--- src/sv/csvcs_pkg.sv ---
package csvcs_pkg;

  localparam int MAX_COLUMNS_DEF = 64;
  localparam int OFFSET_BITS_DEF = 32;
  localparam int QUEUE_DEPTH_DEF = 2;

  localparam logic [7:0] BYTE_CR     = 8'h0D;
  localparam logic [7:0] BYTE_LF     = 8'h0A;
  localparam logic [7:0] DELIM_RESET = 8'h2C;

  localparam int CELL_OFFSET_W = 32;
  localparam int CELL_LENGTH_W = 32;
  localparam int COLUMN_W      = 6;

  typedef enum logic [1:0] {
    CLS_DATA,
    CLS_DELIM,
    CLS_EOL
  } csvcs_cls_t;

  typedef enum logic [1:0] {
    STATUS_CELL,
    STATUS_TOO_MANY,
    STATUS_NO_EOL
  } csvcs_status_t;

  typedef struct packed {
    logic [7:0] data_byte;
    logic       end_of_file;
  } csvcs_byte_t;

  typedef struct packed {
    logic [CELL_OFFSET_W-1:0] cell_offset;
    logic [CELL_LENGTH_W-1:0] cell_length;
    logic [COLUMN_W-1:0]      column_index;
    logic                     row_end;
    csvcs_status_t            status;
  } csvcs_cell_t;

  typedef struct packed {
    csvcs_cls_t cls;
    logic       eof;
  } csvcs_tok_t;

  typedef struct packed {
    logic       valid;
    csvcs_tok_t tok;
  } csvcs_slot_t;

endpackage

--- src/sv/csv_cell_splitter.sv ---
// Path: each byte is written into the queue; a cell that it completes is registered at the output when it is popped.
// Throughput: one byte per cycle while the queue is not full, set by the row and cell update in the back end.
// The queue, two entries deep by default, absorbs output stall until it is full; then the input stalls.
// Reset (rst, synchronous): empties the queue, clears position, row state and the error halt,
// drops any pending cell and sets the delimiter back to a comma.
module csv_cell_splitter
  import csvcs_pkg::*;
#(
  parameter int MAX_COLUMNS = MAX_COLUMNS_DEF,
  parameter int OFFSET_BITS = OFFSET_BITS_DEF,
  parameter int QUEUE_DEPTH = QUEUE_DEPTH_DEF
) (
  input  logic        clk,
  input  logic        rst,
  input  logic        delim_we,
  input  logic [7:0]  delim_data,
  input  logic        byte_valid,
  output logic        byte_stall,
  input  csvcs_byte_t byte_req,
  output logic        cell_valid,
  input  logic        cell_stall,
  output csvcs_cell_t cell_req
);

  csvcs_slot_t push;
  csvcs_slot_t head;
  logic        full;
  logic        pop;

  assign byte_stall = full;

  csvcs_front u_front (
    .clk        (clk),
    .rst        (rst),
    .delim_we   (delim_we),
    .delim_data (delim_data),
    .byte_valid (byte_valid),
    .byte_req   (byte_req),
    .full       (full),
    .push       (push)
  );

  csvcs_fifo #(
    .QUEUE_DEPTH (QUEUE_DEPTH)
  ) u_fifo (
    .clk  (clk),
    .rst  (rst),
    .push (push),
    .pop  (pop),
    .head (head),
    .full (full)
  );

  csvcs_back #(
    .MAX_COLUMNS (MAX_COLUMNS),
    .OFFSET_BITS (OFFSET_BITS)
  ) u_back (
    .clk        (clk),
    .rst        (rst),
    .head       (head),
    .pop        (pop),
    .cell_valid (cell_valid),
    .cell_stall (cell_stall),
    .cell_req   (cell_req)
  );

endmodule

--- src/sv/csvcs_front.sv ---
module csvcs_front
  import csvcs_pkg::*;
(
  input  logic        clk,
  input  logic        rst,
  input  logic        delim_we,
  input  logic [7:0]  delim_data,
  input  logic        byte_valid,
  input  csvcs_byte_t byte_req,
  input  logic        full,
  output csvcs_slot_t push
);

  logic [7:0] delimiter;
  logic       line_end;

  always_ff @(posedge clk) begin
    if (rst) begin
      delimiter <= DELIM_RESET;
    end else if (delim_we) begin
      delimiter <= delim_data;
    end
  end

  assign line_end = (byte_req.data_byte == BYTE_CR) || (byte_req.data_byte == BYTE_LF);

  always_comb begin
    push.valid   = byte_valid && !full;
    push.tok.eof = byte_req.end_of_file;
    if (line_end) begin
      push.tok.cls = CLS_EOL;
    end else if (byte_req.data_byte == delimiter) begin
      push.tok.cls = CLS_DELIM;
    end else begin
      push.tok.cls = CLS_DATA;
    end
  end

endmodule

--- src/sv/csvcs_fifo.sv ---
module csvcs_fifo
  import csvcs_pkg::*;
#(
  parameter int QUEUE_DEPTH = QUEUE_DEPTH_DEF
) (
  input  logic        clk,
  input  logic        rst,
  input  csvcs_slot_t push,
  input  logic        pop,
  output csvcs_slot_t head,
  output logic        full
);

  localparam int PW = (QUEUE_DEPTH > 1) ? $clog2(QUEUE_DEPTH) : 1;
  localparam int CW = $clog2(QUEUE_DEPTH + 1);

  csvcs_tok_t    mem [QUEUE_DEPTH];
  logic [PW-1:0] wr_ptr;
  logic [PW-1:0] rd_ptr;
  logic [CW-1:0] count;

  always_ff @(posedge clk) begin
    if (push.valid) begin
      mem[wr_ptr] <= push.tok;
    end
  end

  always_ff @(posedge clk) begin
    if (rst) begin
      wr_ptr <= '0;
      rd_ptr <= '0;
      count  <= '0;
    end else begin
      if (push.valid) begin
        wr_ptr <= (wr_ptr == PW'(QUEUE_DEPTH - 1)) ? '0 : wr_ptr + 1'b1;
      end
      if (pop) begin
        rd_ptr <= (rd_ptr == PW'(QUEUE_DEPTH - 1)) ? '0 : rd_ptr + 1'b1;
      end
      case ({push.valid, pop})
        2'b10:   count <= count + 1'b1;
        2'b01:   count <= count - 1'b1;
        default: count <= count;
      endcase
    end
  end

  assign full       = (count == CW'(QUEUE_DEPTH));
  assign head.valid = (count != '0);
  assign head.tok   = mem[rd_ptr];

endmodule

--- src/sv/csvcs_back.sv ---
module csvcs_back
  import csvcs_pkg::*;
#(
  parameter int MAX_COLUMNS = MAX_COLUMNS_DEF,
  parameter int OFFSET_BITS = OFFSET_BITS_DEF
) (
  input  logic        clk,
  input  logic        rst,
  input  csvcs_slot_t head,
  output logic        pop,
  output logic        cell_valid,
  input  logic        cell_stall,
  output csvcs_cell_t cell_req
);

  localparam int CNW = $clog2(MAX_COLUMNS + 1);

  logic [OFFSET_BITS-1:0] byte_position;
  logic [OFFSET_BITS-1:0] open_start;
  logic [CNW-1:0]         cells_in_row;
  logic                   inside_row;
  logic                   halted;

  logic [OFFSET_BITS-1:0] byte_position_next;
  logic [OFFSET_BITS-1:0] open_start_next;
  logic [CNW-1:0]         cells_in_row_next;
  logic                   inside_row_next;
  logic                   halted_next;

  logic                   line_end;
  logic                   delim;
  logic                   start_row;
  logic                   row_open;
  logic                   have_cell;
  logic                   still_open;
  logic                   too_many;
  logic [OFFSET_BITS-1:0] start;
  logic [OFFSET_BITS-1:0] pos1;
  logic [CNW-1:0]         cnt;
  logic [CNW-1:0]         cnt1;
  logic                   emit;
  csvcs_cell_t            result;

  assign pop = head.valid && (!cell_valid || !cell_stall);

  always_comb begin
    line_end   = (head.tok.cls == CLS_EOL);
    delim      = (head.tok.cls == CLS_DELIM);
    start_row  = !inside_row && !line_end;
    row_open   = inside_row || start_row;
    start      = start_row ? byte_position : open_start;
    cnt        = start_row ? '0 : cells_in_row;
    have_cell  = row_open && (line_end || delim);
    still_open = row_open && !line_end;
    pos1       = byte_position + 1'b1;
    cnt1       = cnt + 1'b1;
    too_many   = have_cell && (cnt1 >= CNW'(MAX_COLUMNS));

    inside_row_next    = still_open;
    open_start_next    = have_cell ? pos1 : start;
    cells_in_row_next  = have_cell ? cnt1 : cnt;
    byte_position_next = pos1;
    halted_next        = 1'b0;

    emit                = have_cell;
    result.cell_offset  = CELL_OFFSET_W'(start);
    result.cell_length  = CELL_LENGTH_W'(byte_position - start);
    result.column_index = COLUMN_W'(cnt);
    result.row_end      = line_end;
    result.status       = STATUS_CELL;

    if (too_many) begin
      result.status = STATUS_TOO_MANY;
      halted_next   = 1'b1;
    end else if (head.tok.eof && still_open) begin
      emit                = 1'b1;
      result.cell_offset  = CELL_OFFSET_W'(open_start_next);
      result.cell_length  = CELL_LENGTH_W'(pos1 - open_start_next);
      result.column_index = COLUMN_W'(cells_in_row_next);
      result.row_end      = 1'b0;
      result.status       = STATUS_NO_EOL;
      halted_next         = 1'b1;
    end else if (head.tok.eof) begin
      byte_position_next = '0;
      open_start_next    = '0;
      cells_in_row_next  = '0;
      inside_row_next    = 1'b0;
    end
  end

  always_ff @(posedge clk) begin
    if (rst) begin
      byte_position <= '0;
      open_start    <= '0;
      cells_in_row  <= '0;
      inside_row    <= 1'b0;
      halted        <= 1'b0;
      cell_valid    <= 1'b0;
    end else begin
      if (pop && !halted) begin
        byte_position <= byte_position_next;
        open_start    <= open_start_next;
        cells_in_row  <= cells_in_row_next;
        inside_row    <= inside_row_next;
        halted        <= halted_next;
      end
      if (pop && !halted && emit) begin
        cell_valid <= 1'b1;
      end else if (cell_valid && !cell_stall) begin
        cell_valid <= 1'b0;
      end
    end
  end

  always_ff @(posedge clk) begin
    if (pop && !halted && emit) begin
      cell_req <= result;
    end
  end

endmodule

--- config.mk ---
export PLATFORM = sky130hd
export DESIGN_NAME = csv_cell_splitter
export DESIGN_NICKNAME = d
export VERILOG_FILES = /design/src/sv/csvcs_pkg.sv /design/src/sv/csv_cell_splitter.sv /design/src/sv/csvcs_front.sv /design/src/sv/csvcs_fifo.sv /design/src/sv/csvcs_back.sv
export SDC_FILE = /design/constraint.sdc
export NUM_CORES = 1
export LEC_CHECK = 0
export ABC_AREA = 1
export BUFFER_PORTS_ARGS = -buffer_cell sky130_fd_sc_hd__buf_2
export CAP_MARGIN = 30
export CORE_MARGIN = 4
export CORE_UTILIZATION = 45
export CTS_BUF_LIST = sky130_fd_sc_hd__clkbuf_16
export DETAILED_ROUTE_END_ITERATION = 6
export PLACE_DENSITY = 0.7
export SLEW_MARGIN = 10
export SYNTH_ARGS = -nofsm -noshare
export SYNTH_HDL_FRONTEND = slang
export SYNTH_SLANG_ARGS = --single-unit
--- constraint.sdc ---
create_clock -name clk -period 4.44 [get_ports clk]
set_clock_uncertainty 0.05 [all_clocks]
set_input_delay 0 -clock clk [delete_from_list [all_inputs] [get_ports clk]]
set_output_delay 0 -clock clk [all_outputs]
set_load 0.02 [all_outputs]
# Yosys cells after proc, flatten, opt, wreduce, memory -nomap -nowiden
# Memory sizes are Yosys's and may differ from the RTL's. A register that Yosys moved wholly into a read port is not among the register bits.
# Cells that the tools add are included.
[classes] add_sub_neg=8 n_mul=0 div_mod_pow=0 n_lt_le_gt_ge=1 n_eq_ne=8 shift=0 muxes=33 n_bitwise=0 n_reduce_logical=23
[ops] cell="2-to-1 mux 32 bit" count=8
[ops] cell="2-to-1 mux 73 bit" count=1
[ops] cell="2-to-1 mux 71 bit" count=1
[ops] cell="subtractor 32 bit" count=2
[ops] cell="2-to-1 mux 7 bit" count=5
[ops] cell="adder 32 x 1 -> 32 bit (second input constant)" count=1
[ops] cell="equality test 8 x 4 -> 1 bit (second input constant)" count=2
[ops] cell="2-to-1 mux 1 bit" count=16
[ops] cell="logical AND 1 bit" count=10
[ops] cell="equality test 8 bit" count=1
[ops] cell="adder 7 x 1 -> 7 bit (second input constant)" count=1
[ops] cell=">= comparator 7 bit (second input constant)" count=1
[ops] cell="equality test 2 bit (second input constant)" count=3
[ops] cell="logical NOT 1 bit" count=6
[ops] cell="nonzero test 2 bit" count=3
[ops] cell="equality test 2 x 1 -> 1 bit (second input constant)" count=2
[ops] cell="logical OR 1 bit" count=4
[ops] cell="case mux 2 bit (2 select lines)" count=1
[ops] cell="adder 1 bit (second input constant)" count=2
[ops] cell="adder 2 x 1 -> 2 bit (second input constant)" count=1
[ops] cell="2-to-1 mux 2 bit" count=1
[ops] cell="subtractor 2 x 1 -> 2 bit (second input constant)" count=1
[totals] regBits=159 latchBits=0 mem_bits_rw=6 romBits=0 in_bits=22 memories=1
[memory_table] name="u_fifo.mem" depth=2 word_bits=3 read_ports=1 rd_clocked_by_memory_dff=1 write_ports=1 line_no="csvcs_fifo.sv:17" rtl="csvcs_tok_t mem [QUEUE_DEPTH];"

# Depth between registers and ports, before layout
# Gate-level depths: netlist (run 1).
[depth] ltp_word=10 depth_mapped=27

# By module
# Synthesis (run 1) repeated with hierarchy kept, for this count alone.
[hier_totals] hier_cells=1986 hier_area_um2=12702.2
[by_module_without_submodules] mod="csvcs_back" instances=1 cells_per_inst=1865 area_each_um2=11788.8 seq_area_each_um2=3673.5
[by_module_without_submodules] mod="csvcs_front" instances=1 cells_per_inst=79 area_each_um2=474.2 seq_area_each_um2=160.2
[by_module_without_submodules] mod="csvcs_fifo" instances=1 cells_per_inst=42 area_each_um2=439.2 seq_area_each_um2=280.3

# Worst setup path before layout (run 1)
# No wires, ideal clock.
[synth_path] path_kind="reg-to-reg" from="register with a tool-made name" to="register, netlist name u_back.cell_req[0]" arrival_time_ps=3069 path_slack_ps=894 stages_incl_launch_ff=12 path_buffers=3 synth_period_minus_slack_ps=3546 cell_sequence="dfxtp_1 -> inv_2 -> nand2_1 -> nand2_2 -> inv_1 -> nand2_1 -> nand2_2 -> buf_2 -> clkbuf_1 -> clkbuf_1 -> o21ai_0 -> inv_1"

==> impl_results.md, run 1 <==
- Outcome: finished, final reports clean
- Share of cells above drive strength 1: 12.08%
- Inserted Clock Buffers: 17
- Worst Reg2Reg Path Length in Cells: 20
- Die H: 184.1 um
- H-tree depth: 4
- Synth area leader: nand2_1
- CP Max Fanout: 8
- Hold_sp: byte_req[6]
- Global Route Usage Sum: 28.97%
- First-pass DRT Iterations: 6
- Final Hold Fails: 0
- Worst path depth: 20
- Commonest cells post-synth: 742 x nand2_1, 244 x inv_1, 213 x nand3_1
- Util after Layout: 50.66%
- Worst relative slew slack: 40.50%
- CTS tree: done
- Final setup vio count: 0
- Critical R2R Capture: u_back.cell_req[40]$_DFFE_PP_
- Max Root-Sink Buffers: 2
- Core box area: 30590 um^2
- Required time worst endpoint: 4.60 ns
- Crit-path cells: nand2_2 -> nor2_4 -> nand3_1 -> nor3_1 -> nand3_1 -> nor2_1 -> xor2_1 -> inv_1 -> nand2_1 -> o21ai_0 -> inv_1 -> ha_1 -> nand2_1 -> inv_1 -> a21boi_0 -> nand2_1 -> a21oi_1 -> nand3_1 -> nand3_1 -> nand2_1
- Post-synth EDFFs: 79
- Post-layout nets: 2377
- CP bufs+invs: 3
- Worst Setup Path Type: reg -> reg
- Leading post-synthesis cells by cell area: nand2_1 20%, edfxtp_1 17%, dfxtp_1 12%, nand3_1 7.6%, inv_1 6.6%
- Max-Cap Viols: 0
- Netlist cell types: 47
- Post-route ant nets: 0
- Power Total: 11.67 mW
- Setup crit end: u_back.cell_req[40]$_DFFE_PP_
- Worst hold stages: 5
- CP Capture Type: flip-flop
- Clk_lat worst skew: 0.45 ns
- Clock sinks: 166
- Via Count: 15040
- Mean post-synth cell area: 6.186 um^2
- Worst min path class: in -> reg
- Initial antenna violation count: 0
- Post-Synthesis Cells: 2256
- # diodes: 0
- Worst Max-Slew Pin Slew: 0.8925 ns
- Peak VDD IR: 0.4931 mV
- DRC viols: 0
- Post-Synthesis Net Count: 2303
- YS warnings: 0
- Routed WL: 50150 um
- Wire per inst: 18.31 um
- Synth top area share: 19.96%
- First-pass GRT wire length: 76160 um
- Async set or reset register ratio after synthesis: 0%
- Minimum clock period: 3.690 ns
- CP delay by family, top: simple AND/OR/NAND/NOR gates
- Iter 0 DRT Violations: 1623
- Final period utilization: 83.10%
- Number of global-route vias before repair: 13854
- Register-to-register setup slack: 0.75 ns
- R2R Path Start: u_back.byte_position[4]$_SDFFE_PP0P_
- Max Freq: 0.2710 GHz
- Largest net degree at the start of global routing: 74
- Horiz. Die Dim: 184.1 um
- IO buf count: 96
- FP Rows: 64
- Final Wtd Congestion: 0.9722
- Critical Path Max Stage Delay: 0.55 ns
- Post-placement cell count: 2680
- Slew Viols, Final: 0
- LEAKAGE: 7.373 nW
- Worst-path clk slew: 0.08 ns
- Mapped cell area: 13960 um^2
- Synthesis-stage register bit count: 166
- Clk root buf: clkbuf_16
- Die footprint: 33890 um^2
- Ports: 97
- Initial Util: 45.62%
- Worst Setup SP: u_back.byte_position[4]$_SDFFE_PP0P_
- Detailed placer's ending HPWL: 37800 um
- Grt total ovfl: 0
- Vias per inst: 5.491
- Max stage delay cell, worst path: dfxtp_1
- RSZ-0062 raised after global routing: no
- Fin cells: 2739
- Setup TNS: 0 ns
- Power Dens Cells: 753.4 nW/um^2
- Arr. time, crit path: 3.85 ns
- Count leader, synth: nand2_1
- Fillcell total: 3196
- Worst setup SP type: flip-flop
- Register area share after synthesis: 29.48%
- Area grow syn2layout: 11.04%
- Main synth FF type: dfxtp_1
[worst min path at each step]
stage                                             to  slack (ns)
after global routing      u_fifo.mem[0][1]$_DFFE_PP_        0.13
after global placement    u_fifo.mem[0][0]$_DFFE_PP_        0.14
final                     u_fifo.mem[0][1]$_DFFE_PP_        0.09
after floorplan           u_fifo.mem[0][0]$_DFFE_PP_        0.05
after detailed placement  u_fifo.mem[0][0]$_DFFE_PP_        0.15
after CTS                 u_fifo.mem[1][1]$_DFFE_PP_        0.04
[cell families (layout without fill, tap and decap cells)]
family	count (synthesis)	count (layout)	synth area share, %
buf+inv	354	441	10.62
simple gates	1283	1283	39.87
fa+ha+maj	25	25	2.241
mux	4	4	0.2869
xor+xnor	30	30	1.883
compound gates	394	394	15.62
flops	166	166	29.48
[placed cells by master, fill, tap and decap left out, drive strengths merged, types with 29 or more instances in the layout]
cell type,count
o21ai,171
a21oi,174
nand2,779
nand3,225
buf,111
inv,277
xor2,29
dfxtp,87
nor2,221
edfxtp,79
[area by class of cell]
class	count	area [um^2]	area share, %
clock buffer	17	425.4	2.745
tap	396	495.5	3.197
inverter	271	1018	6.572
sequential	166	4114	26.55
timing repair buffer	138	900.9	5.813
clock inverter	15	182.7	1.179
multi-input combinational	1736	8359	53.94
[layer usage]
metal  track usage, %  part of all wire [%]
met4            9.051                   2.7
met1            40.34                    44
met3            6.000                   9.5
met2            45.30                    44
met5                0                     0
[where the power goes]
group	switching, mW	leakage, nW	internal, mW	total [mW]
combinational	5.52	5.62	2.07	7.59
sequential	0.168	1.45	2.33	2.50
clock	0.774	0.297	0.811	1.58
total	6.47	7.37	5.21	11.7
[flip-flops by register name, indices dropped and copies added (netlist names), named ones only]
name and cells:
u_back.byte_position 32, u_back.halted 1, u_back.cell_req 73, u_back.cells_in_row 7
u_back.open_start 32, u_fifo.rd_ptr 1, u_back.inside_row 1, u_fifo.mem 6
u_fifo.count 2, u_front.delimiter 8, u_back.cell_valid 1, u_fifo.wr_ptr 1
[metrics by stage]
stage	setup WS, ns	cell area (um^2)	hold WS [ns]
3_5_place_dp	0.7916	14620	0.1471
6_report	0.7504	15500	0.08959
3_3_place_gp	0.8330	14620	0.1374
2_1_floorplan	0.8941	13960	0.04887
5_1_grt	0.3062	15500	0.1290
4_1_cts	0.7760	15500	0.03644
[what timing repair did]
| action | 4_1_cts | 5_1_grt |
|---|---|---|
| hold endpoints to repair | 16 | 0 |
| hold buffers | 27 | 0 |
| buffers inserted | 0 | 0 |
| gates resized for setup | 0 | 0 |
[worst min-delay path: stages]
cell	delay, ns
buf_2	0.11
xor2_1	0.12
nor4_1	0.06
nand2_1	0.07
nor2_1	0.06
No activity file was read; power rests on OpenSTA's default activity.
==> run 2: changes to the inputs <==
Clock period 4.44 ns to 3.7 ns, I/O delays scaled along.
==> run 2 against run 1 <==
  * Highest routed layer unchanged
  * First-iteration DRC count increased by 2.0%
  * Worst hold slack worse by 0.034 ns
  * Cell count increased by 1.0%
  * Global-route usage is 0.97 points higher
  * Die area did not move
  * Maximum frequency grew 3.8%
  * Clock-buffer cell count unchanged
  * Clock power increased by 13%
==> impl_results.md, run 2 (same netlist as run 1, synthesis figures left out) <==
- Outcome: finished, final reports clean
- Final Wtd Congestion: 1.009 (+3.8%)
- Share of cells above drive strength 1: 13.62% (+1.5 points)
- FP Rows: 64 (unchanged)
- Initial Util: 45.62% (unchanged)
- Top reg by flops: u_back.cell_req
- Die footprint: 33890 um^2 (unchanged)
- Required time worst endpoint: 3.85 ns (-0.75 ns)
- Post-route ant nets: 0 (unchanged)
- Grt total ovfl: 0 (unchanged)
- Post-placement cell count: 2709 (+1.1%)
- LEAKAGE: 7.542 nW (+2.3%)
- First-pass DRT Iterations: 7 (+1)
- Commonest non-fill, non-tap cell in the layout: nand2_1
- DP Worst Slack: 0.1576 ns (-0.6339 ns)
- Max-Cap Viols: 0 (unchanged)
- Area grow syn2layout: 13.05%
- Worst relative slew slack: 39.08% (-1.4 points)
- Clk_lat worst skew: 0.45 ns (about the same)
- Vias per inst: 5.561 (+1.3%)
- Biggest regs: u_back.cell_req (73), u_back.byte_position (32), u_back.open_start (32)
- Slew Viols, Final: 0 (unchanged)
- Power Dens Cells: 908.1 nW/um^2 (+21%)
- Final period utilization: 96.10% (+13 points)
- Post-layout nets: 2405 (+1.2%)
- Initial antenna violation count: 0 (unchanged)
- Detailed placer's ending HPWL: 38840 um (+2.8%)
- Worst min path class: in -> reg
- Wire per inst: 18.85 um (+3.0%)
- First-pass GRT wire length: 78730 um (+3.4%)
- Most frequent cells in the layout: 742 x nand2_1, 244 x inv_1, 213 x nand3_1
- Worst setup SP type: flip-flop
- Util after Layout: 51.58% (+0.92 points)
- Core box area: 30590 um^2 (unchanged)
- Worst Max-Slew Pin Slew: 0.9138 ns (+0.02130 ns)
- Clk root buf: clkbuf_16
- Inserted Clock Buffers: 17 (unchanged)
- Worst Setup Path Type: reg -> reg
- IO buf count: 96 (unchanged)
- Max Root-Sink Buffers: 2 (unchanged)
- Register-to-register setup slack: 0.14 ns (-0.61 ns)
- # diodes: 0 (unchanged)
- Global Route Usage Sum: 29.94% (+0.97 points)
- Iter 0 DRT Violations: 1655 (+2.0%)
- Die H: 184.1 um (unchanged)
- Peak VDD IR: 1.321 mV (+170%)
- Final setup vio count: 0 (unchanged)
- Fillcell total: 3171 (-0.78%)
- Final Hold Fails: 0 (unchanged)
- Largest net degree at the start of global routing: 72 (-2.7%)
- CP Capture Type: flip-flop
- H-tree depth: 4 (unchanged)
- Final worst setup slack: 0.1443 ns (-0.6061 ns)
- Via Count: 15386 (+2.3%)
- Minimum clock period: 3.556 ns (-0.1339 ns)
- Max Freq: 0.2812 GHz (+3.8%)
- Number of global-route vias before repair: 14089 (+1.7%)
- CTS tree: done
- Clock sinks: 166 (unchanged)
- Routed WL: 52160 um (+4.0%)
- Final hold slack: 0.05564 ns (-0.03395 ns)
- DRC viols: 0 (unchanged)
- Worst-path clk slew: 0.07 ns (about the same)
- Arr. time, crit path: 3.71 ns (-0.14 ns)
- Ports: 97 (unchanged)
- Max reg flops: 73 (unchanged)
- Power Total: 14.33 mW (+23%)
- Area occupied by multi-input gates: 8378 um^2 (+0.22%)
- Horiz. Die Dim: 184.1 um (unchanged)
- RSZ-0062 raised after global routing: yes
- Fin cells: 2767 (+1.0%)
- Register area: 4124 um^2 (+0.24%)
- CP Max Fanout: 35 (+27)
[run 2: changes by cell type in the layout (fill, tap and decap cells not counted), sizes merged]
cell / change
buf: +30
inv: -1
clkinv: +1
clkbuf: +1
dlygate4sd3: -3
[run 2: repair_timing]
item	in CTS	in global routing
hold buffers	24	0
gates resized for setup	0	16
endpoints found under the hold margin	14	0
endpoints found under the setup margin	0	64
buffers inserted	0	1
[run 2: final timing paths]
check	startpoint	to	cells after the start
setup reg to reg	flip-flop	u_back.cell_req[36]$_DFFE_PP_	19
setup / recovery	flip-flop	u_back.cell_req[36]$_DFFE_PP_	19
hold reg to reg	u_fifo.rd_ptr$_SDFFE_PP0P_	u_fifo.rd_ptr$_SDFFE_PP0P_	1
hold / removal	delim_we	u_front.delimiter[2]$_SDFFE_PP1P_	4
[run 2: metrics by stage]
stage | setup TNS, ns | instance area, um^2
after floorplan | 0 | 13960
final | 0 | 15780
after CTS | 0 | 15690
after global placement | 0 | 14900
after detailed placement | 0 | 14900
after global routing | -0.004854 | 15780
[run 2: cell type report]
| cell class | instances | share of cell area [%] |
|---|---|---|
| Multi-Input combinational cell | 1736 | 53.10 |
| Inverter | 271 | 6.471 |
| Sequential cell | 166 | 26.14 |
| Timing Repair Buffer | 166 | 7.629 |
| Clock buffer | 17 | 2.696 |
| Tap cell | 396 | 3.140 |
| Clock inverter | 15 | 0.8247 |
[run 2: power by group]
group          switching, mW  leakage (nW)  internal [mW]
clock network          0.853         0.284          0.933
registers              0.204          1.45           2.80
logic                   6.86          5.80           2.67
[run 2: worst max-delay path, stage by stage, from the launching register on]
cell      delay [ns]
dfxtp_1         0.41
nand2_1         0.10
nand2_2         0.12
nand2_4         0.08
nand2_4         0.17
buf_16          0.25
nand2_1         0.09
o21ai_2         0.09
inv_2           0.08
ha_1            0.45
nand2_1         0.15
nor2_1          0.20
inv_1           0.10
nor2_1          0.30
nand2_1         0.08
o21bai_1        0.25
nand2_1         0.12
nand2_1         0.05
nand3_1         0.07
nand2_1         0.06
[run 2: per-layer routing]
metal / track usage, % / share of wire (%) / up-vias
met5: 0 / 0 / -
met4: 9.435 / 2.9 / 0
met3: 6.276 / 9.3 / 73
met2: 46.09 / 44 / 693
met1: 42.23 / 44 / 7077
li1: - / - / 7543
==> run 3: changes to the inputs <==
Settings changed: CORE_MARGIN 4 to not set, REMOVE_ABC_BUFFERS set to 1.
==> run 3 against run 2 <==
  * Clock-buffer cell count is the same
  * Largest power group unchanged
  * Sequential power about the same
  * Critical endpoint is now u_back.cell_req[42]$_DFFE_PP_
  * Setup slack improved by 0.16 ns
  * Critical path depth down 3
==> impl_results.md, run 3 (same netlist as run 1, synthesis figures left out) <==
- Outcome: finished, final reports clean
- Final Hold Fails: 0 (unchanged)
- H-tree depth: 4 (unchanged)
- Worst-path clk slew: 0.07 ns (about the same)
- Worst relative slew slack: 44.48% (+5.4 points)
- Max reg flops: 73 (unchanged)
- Power Dens Cells: 907.9 nW/um^2 (about the same)
- Util after Layout: 51.58% (about the same)
- Max Freq: 0.2943 GHz (+4.6%)
- Critical R2R Capture: u_back.cell_req[42]$_DFFE_PP_
- Worst setup SP type: flip-flop
- Inserted Clock Buffers: 17 (unchanged)
- Biggest regs: u_back.cell_req (73), u_back.byte_position (32), u_back.open_start (32)
- Combinational share of power: 65.6% (-1.0 points)
- Worst Setup Path Type: reg -> reg
- Via Count: 15458 (+0.47%)
- Final worst setup slack: 0.3020 ns (+0.1576 ns)
- Vias per inst: 5.578 (+0.32%)
- Cell area after layout: 15780 um^2 (about the same)
- Switch share: 54.81% (-0.47 points)
- Final setup vio count: 0 (unchanged)
- First-pass GRT wire length: 78680 um (about the same)
- Post-layout nets: 2409 (+0.17%)
- Ports: 97 (unchanged)
- Placed Instance Area: 14890 um^2 (about the same)
- Peak VDD IR: 0.7390 mV (-44%)
- Max-Cap Viols: 0 (unchanged)
- Most frequent cells in the layout: 742 x nand2_1, 245 x inv_1, 213 x nand3_1
- Worst Reg2Reg Path Length in Cells: 16 (-3)
- RSZ-0062 raised after global routing: no
- Detailed placer's ending HPWL: 39310 um (+1.2%)
- Worst min path class: in -> reg
- # diodes: 0 (unchanged)
- Clock share of power: 13.5% (+1.0 points)
- Fillcell total: 3174 (+0.095%)
- Wire per inst: 18.84 um (about the same)
- Clk root buf: clkbuf_16
- Routed WL: 52210 um (about the same)
- Die footprint: 31720 um^2 (-6.4%)
- Worst Max-Slew Pin Slew: 0.8319 ns (-0.08193 ns)
- CTS tree: done
- DP Worst Slack: 0.2006 ns (+0.04298 ns)
- Post-route ant nets: 0 (unchanged)
- CP Max Fanout: 59 (+69%)
- Horiz. Die Dim: 178.1 um (-3.3%)
- NetSw: 7.853 mW (-0.86%)
- Clock sinks: 166 (unchanged)
- Grt total ovfl: 0 (unchanged)
- Top reg by flops: u_back.cell_req
- FP Rows: 64 (unchanged)
- Number of global-route vias before repair: 13943 (-1.0%)
- Seq pwr share: 20.9% (about the same)
- Die H: 178.1 um (-3.3%)
- Setup crit end: u_back.cell_req[42]$_DFFE_PP_
- Final period utilization: 91.84% (-4.3 points)
- LEAKAGE: 7.557 nW (+0.20%)
- Required time worst endpoint: 3.77 ns (-0.08 ns)
- Share of cells above drive strength 1: 13.56% (-0.065 points)
- Setup TNS: 0 ns (unchanged)
- Slew Viols, Final: 0 (unchanged)
- Largest net degree at the start of global routing: 74 (+2.8%)
- Initial Util: 45.62% (unchanged)
- Initial antenna violation count: 0 (unchanged)
- IO buf count: 96 (unchanged)
- Core box area: 30590 um^2 (unchanged)
- Max Root-Sink Buffers: 2 (unchanged)
- First-pass DRT Iterations: 6 (-1)
- Final Wtd Congestion: 0.9911 (-1.8%)
- CP Capture Type: flip-flop
- Arr. time, crit path: 3.47 ns (-0.24 ns)
- Clk_lat worst skew: 0.46 ns (about the same)
- Area grow syn2layout: 13.06% (about the same)
- Minimum clock period: 3.398 ns (-0.1576 ns)
- Commonest non-fill, non-tap cell in the layout: nand2_1
- Register-to-register setup slack: 0.30 ns (+0.16 ns)
- Total internal power: 6.473 mW (+1.0%)
- DRC viols: 0 (unchanged)
- Iter 0 DRT Violations: 1656 (+0.060%)
- Global Route Usage Sum: 33.26% (+3.3 points)
## run 3: cell types whose count changed in the layout (fill, tap and decap cells not counted), sizes merged
cell | before | now
clkbuf | 18 | 17
inv | 276 | 274
buf | 141 | 144
dlygate4sd3 | 24 | 26
bufinv | 1 | 3
## run 3: what timing repair did
item | CTS | global route
resized for setup | 0 | 12
hold buffers | 26 | 0
endpoints found under the setup margin | 0 | 18
buffers inserted | 0 | 0
hold endpoints to repair | 15 | 0
## run 3: worst min-delay path by stage
stage	from	to	slack [ns]	cells after the start
after global placement	delim_data[5]	u_front.delimiter[5]$_SDFFE_PP1P_	0.16	3
after CTS	delim_we	u_front.delimiter[5]$_SDFFE_PP1P_	0.02	4
final	byte_req[1]	u_fifo.mem[1][1]$_DFFE_PP_	0.06	5
after floorplan	rst	u_back.byte_position[10]$_SDFFE_PP0P_	0.02	1
after global routing	byte_req[1]	u_fifo.mem[1][1]$_DFFE_PP_	0.07	5
after detailed placement	byte_req[0]	u_fifo.mem[1][0]$_DFFE_PP_	0.16	1
## run 3: metal layers
| metal | vias to the layer above | global-route usage [%] | share of wire, % |
|---|---|---|---|
| met5 | - | 0 | 0 |
| met4 | 0 | 10.08 | 2.3 |
| met3 | 61 | 6.671 | 8.4 |
| met2 | 641 | 51.39 | 44 |
| met1 | 7210 | 46.29 | 45 |
| li1 | 7546 | - | - |
## run 3: power groups by stage
stage	combinational [mW]	clock, mW	sequential [mW]
floorplan	5.44	0	3.58
global placement	9.14	0	3.02
detailed placement	9.20	0	3.03
CTS	9.27	1.96	3.00
global route	10.3	2.02	3.07
finish	9.39	1.93	3.00
## run 3: stage by stage
step / hold slack (ns) / cells / power (mW)
floorplan: 0.01907 / 2173 / 9.026
global placement: 0.1623 / 2713 / 12.16
detailed placement: 0.1579 / 2713 / 12.24
CTS: 0.01542 / 2771 / 14.23
global route: 0.07495 / 2771 / 15.37
finish: 0.05794 / 2771 / 14.33
## run 3: cell type report
class | count | area, um^2 | share of cell area [%]
sequential | 166 | 4121 | 26.12
multi-input combinational | 1736 | 8372 | 53.06
timing repair buffer | 170 | 1167 | 7.398
inverter | 271 | 1018 | 6.455
clock buffer | 17 | 425.4 | 2.696
clock inverter | 15 | 178.9 | 1.134
tap | 396 | 495.5 | 3.140
## run 3: critical path: stages (launching register included)
cell and delay (ns):
dfxtp_1 0.40, nand2_1 0.09, nand2_2 0.11, nand2_4 0.08, nand2_4 0.08, buf_6 0.28, inv_1 0.19, nor2_1 0.17
ha_1 0.20, nand2_1 0.07, nor2_2 0.12, nand3_1 0.07, nand2_1 0.07, nand3_2 0.20, nand2_2 0.19, buf_12 0.32
o21ai_0 0.29
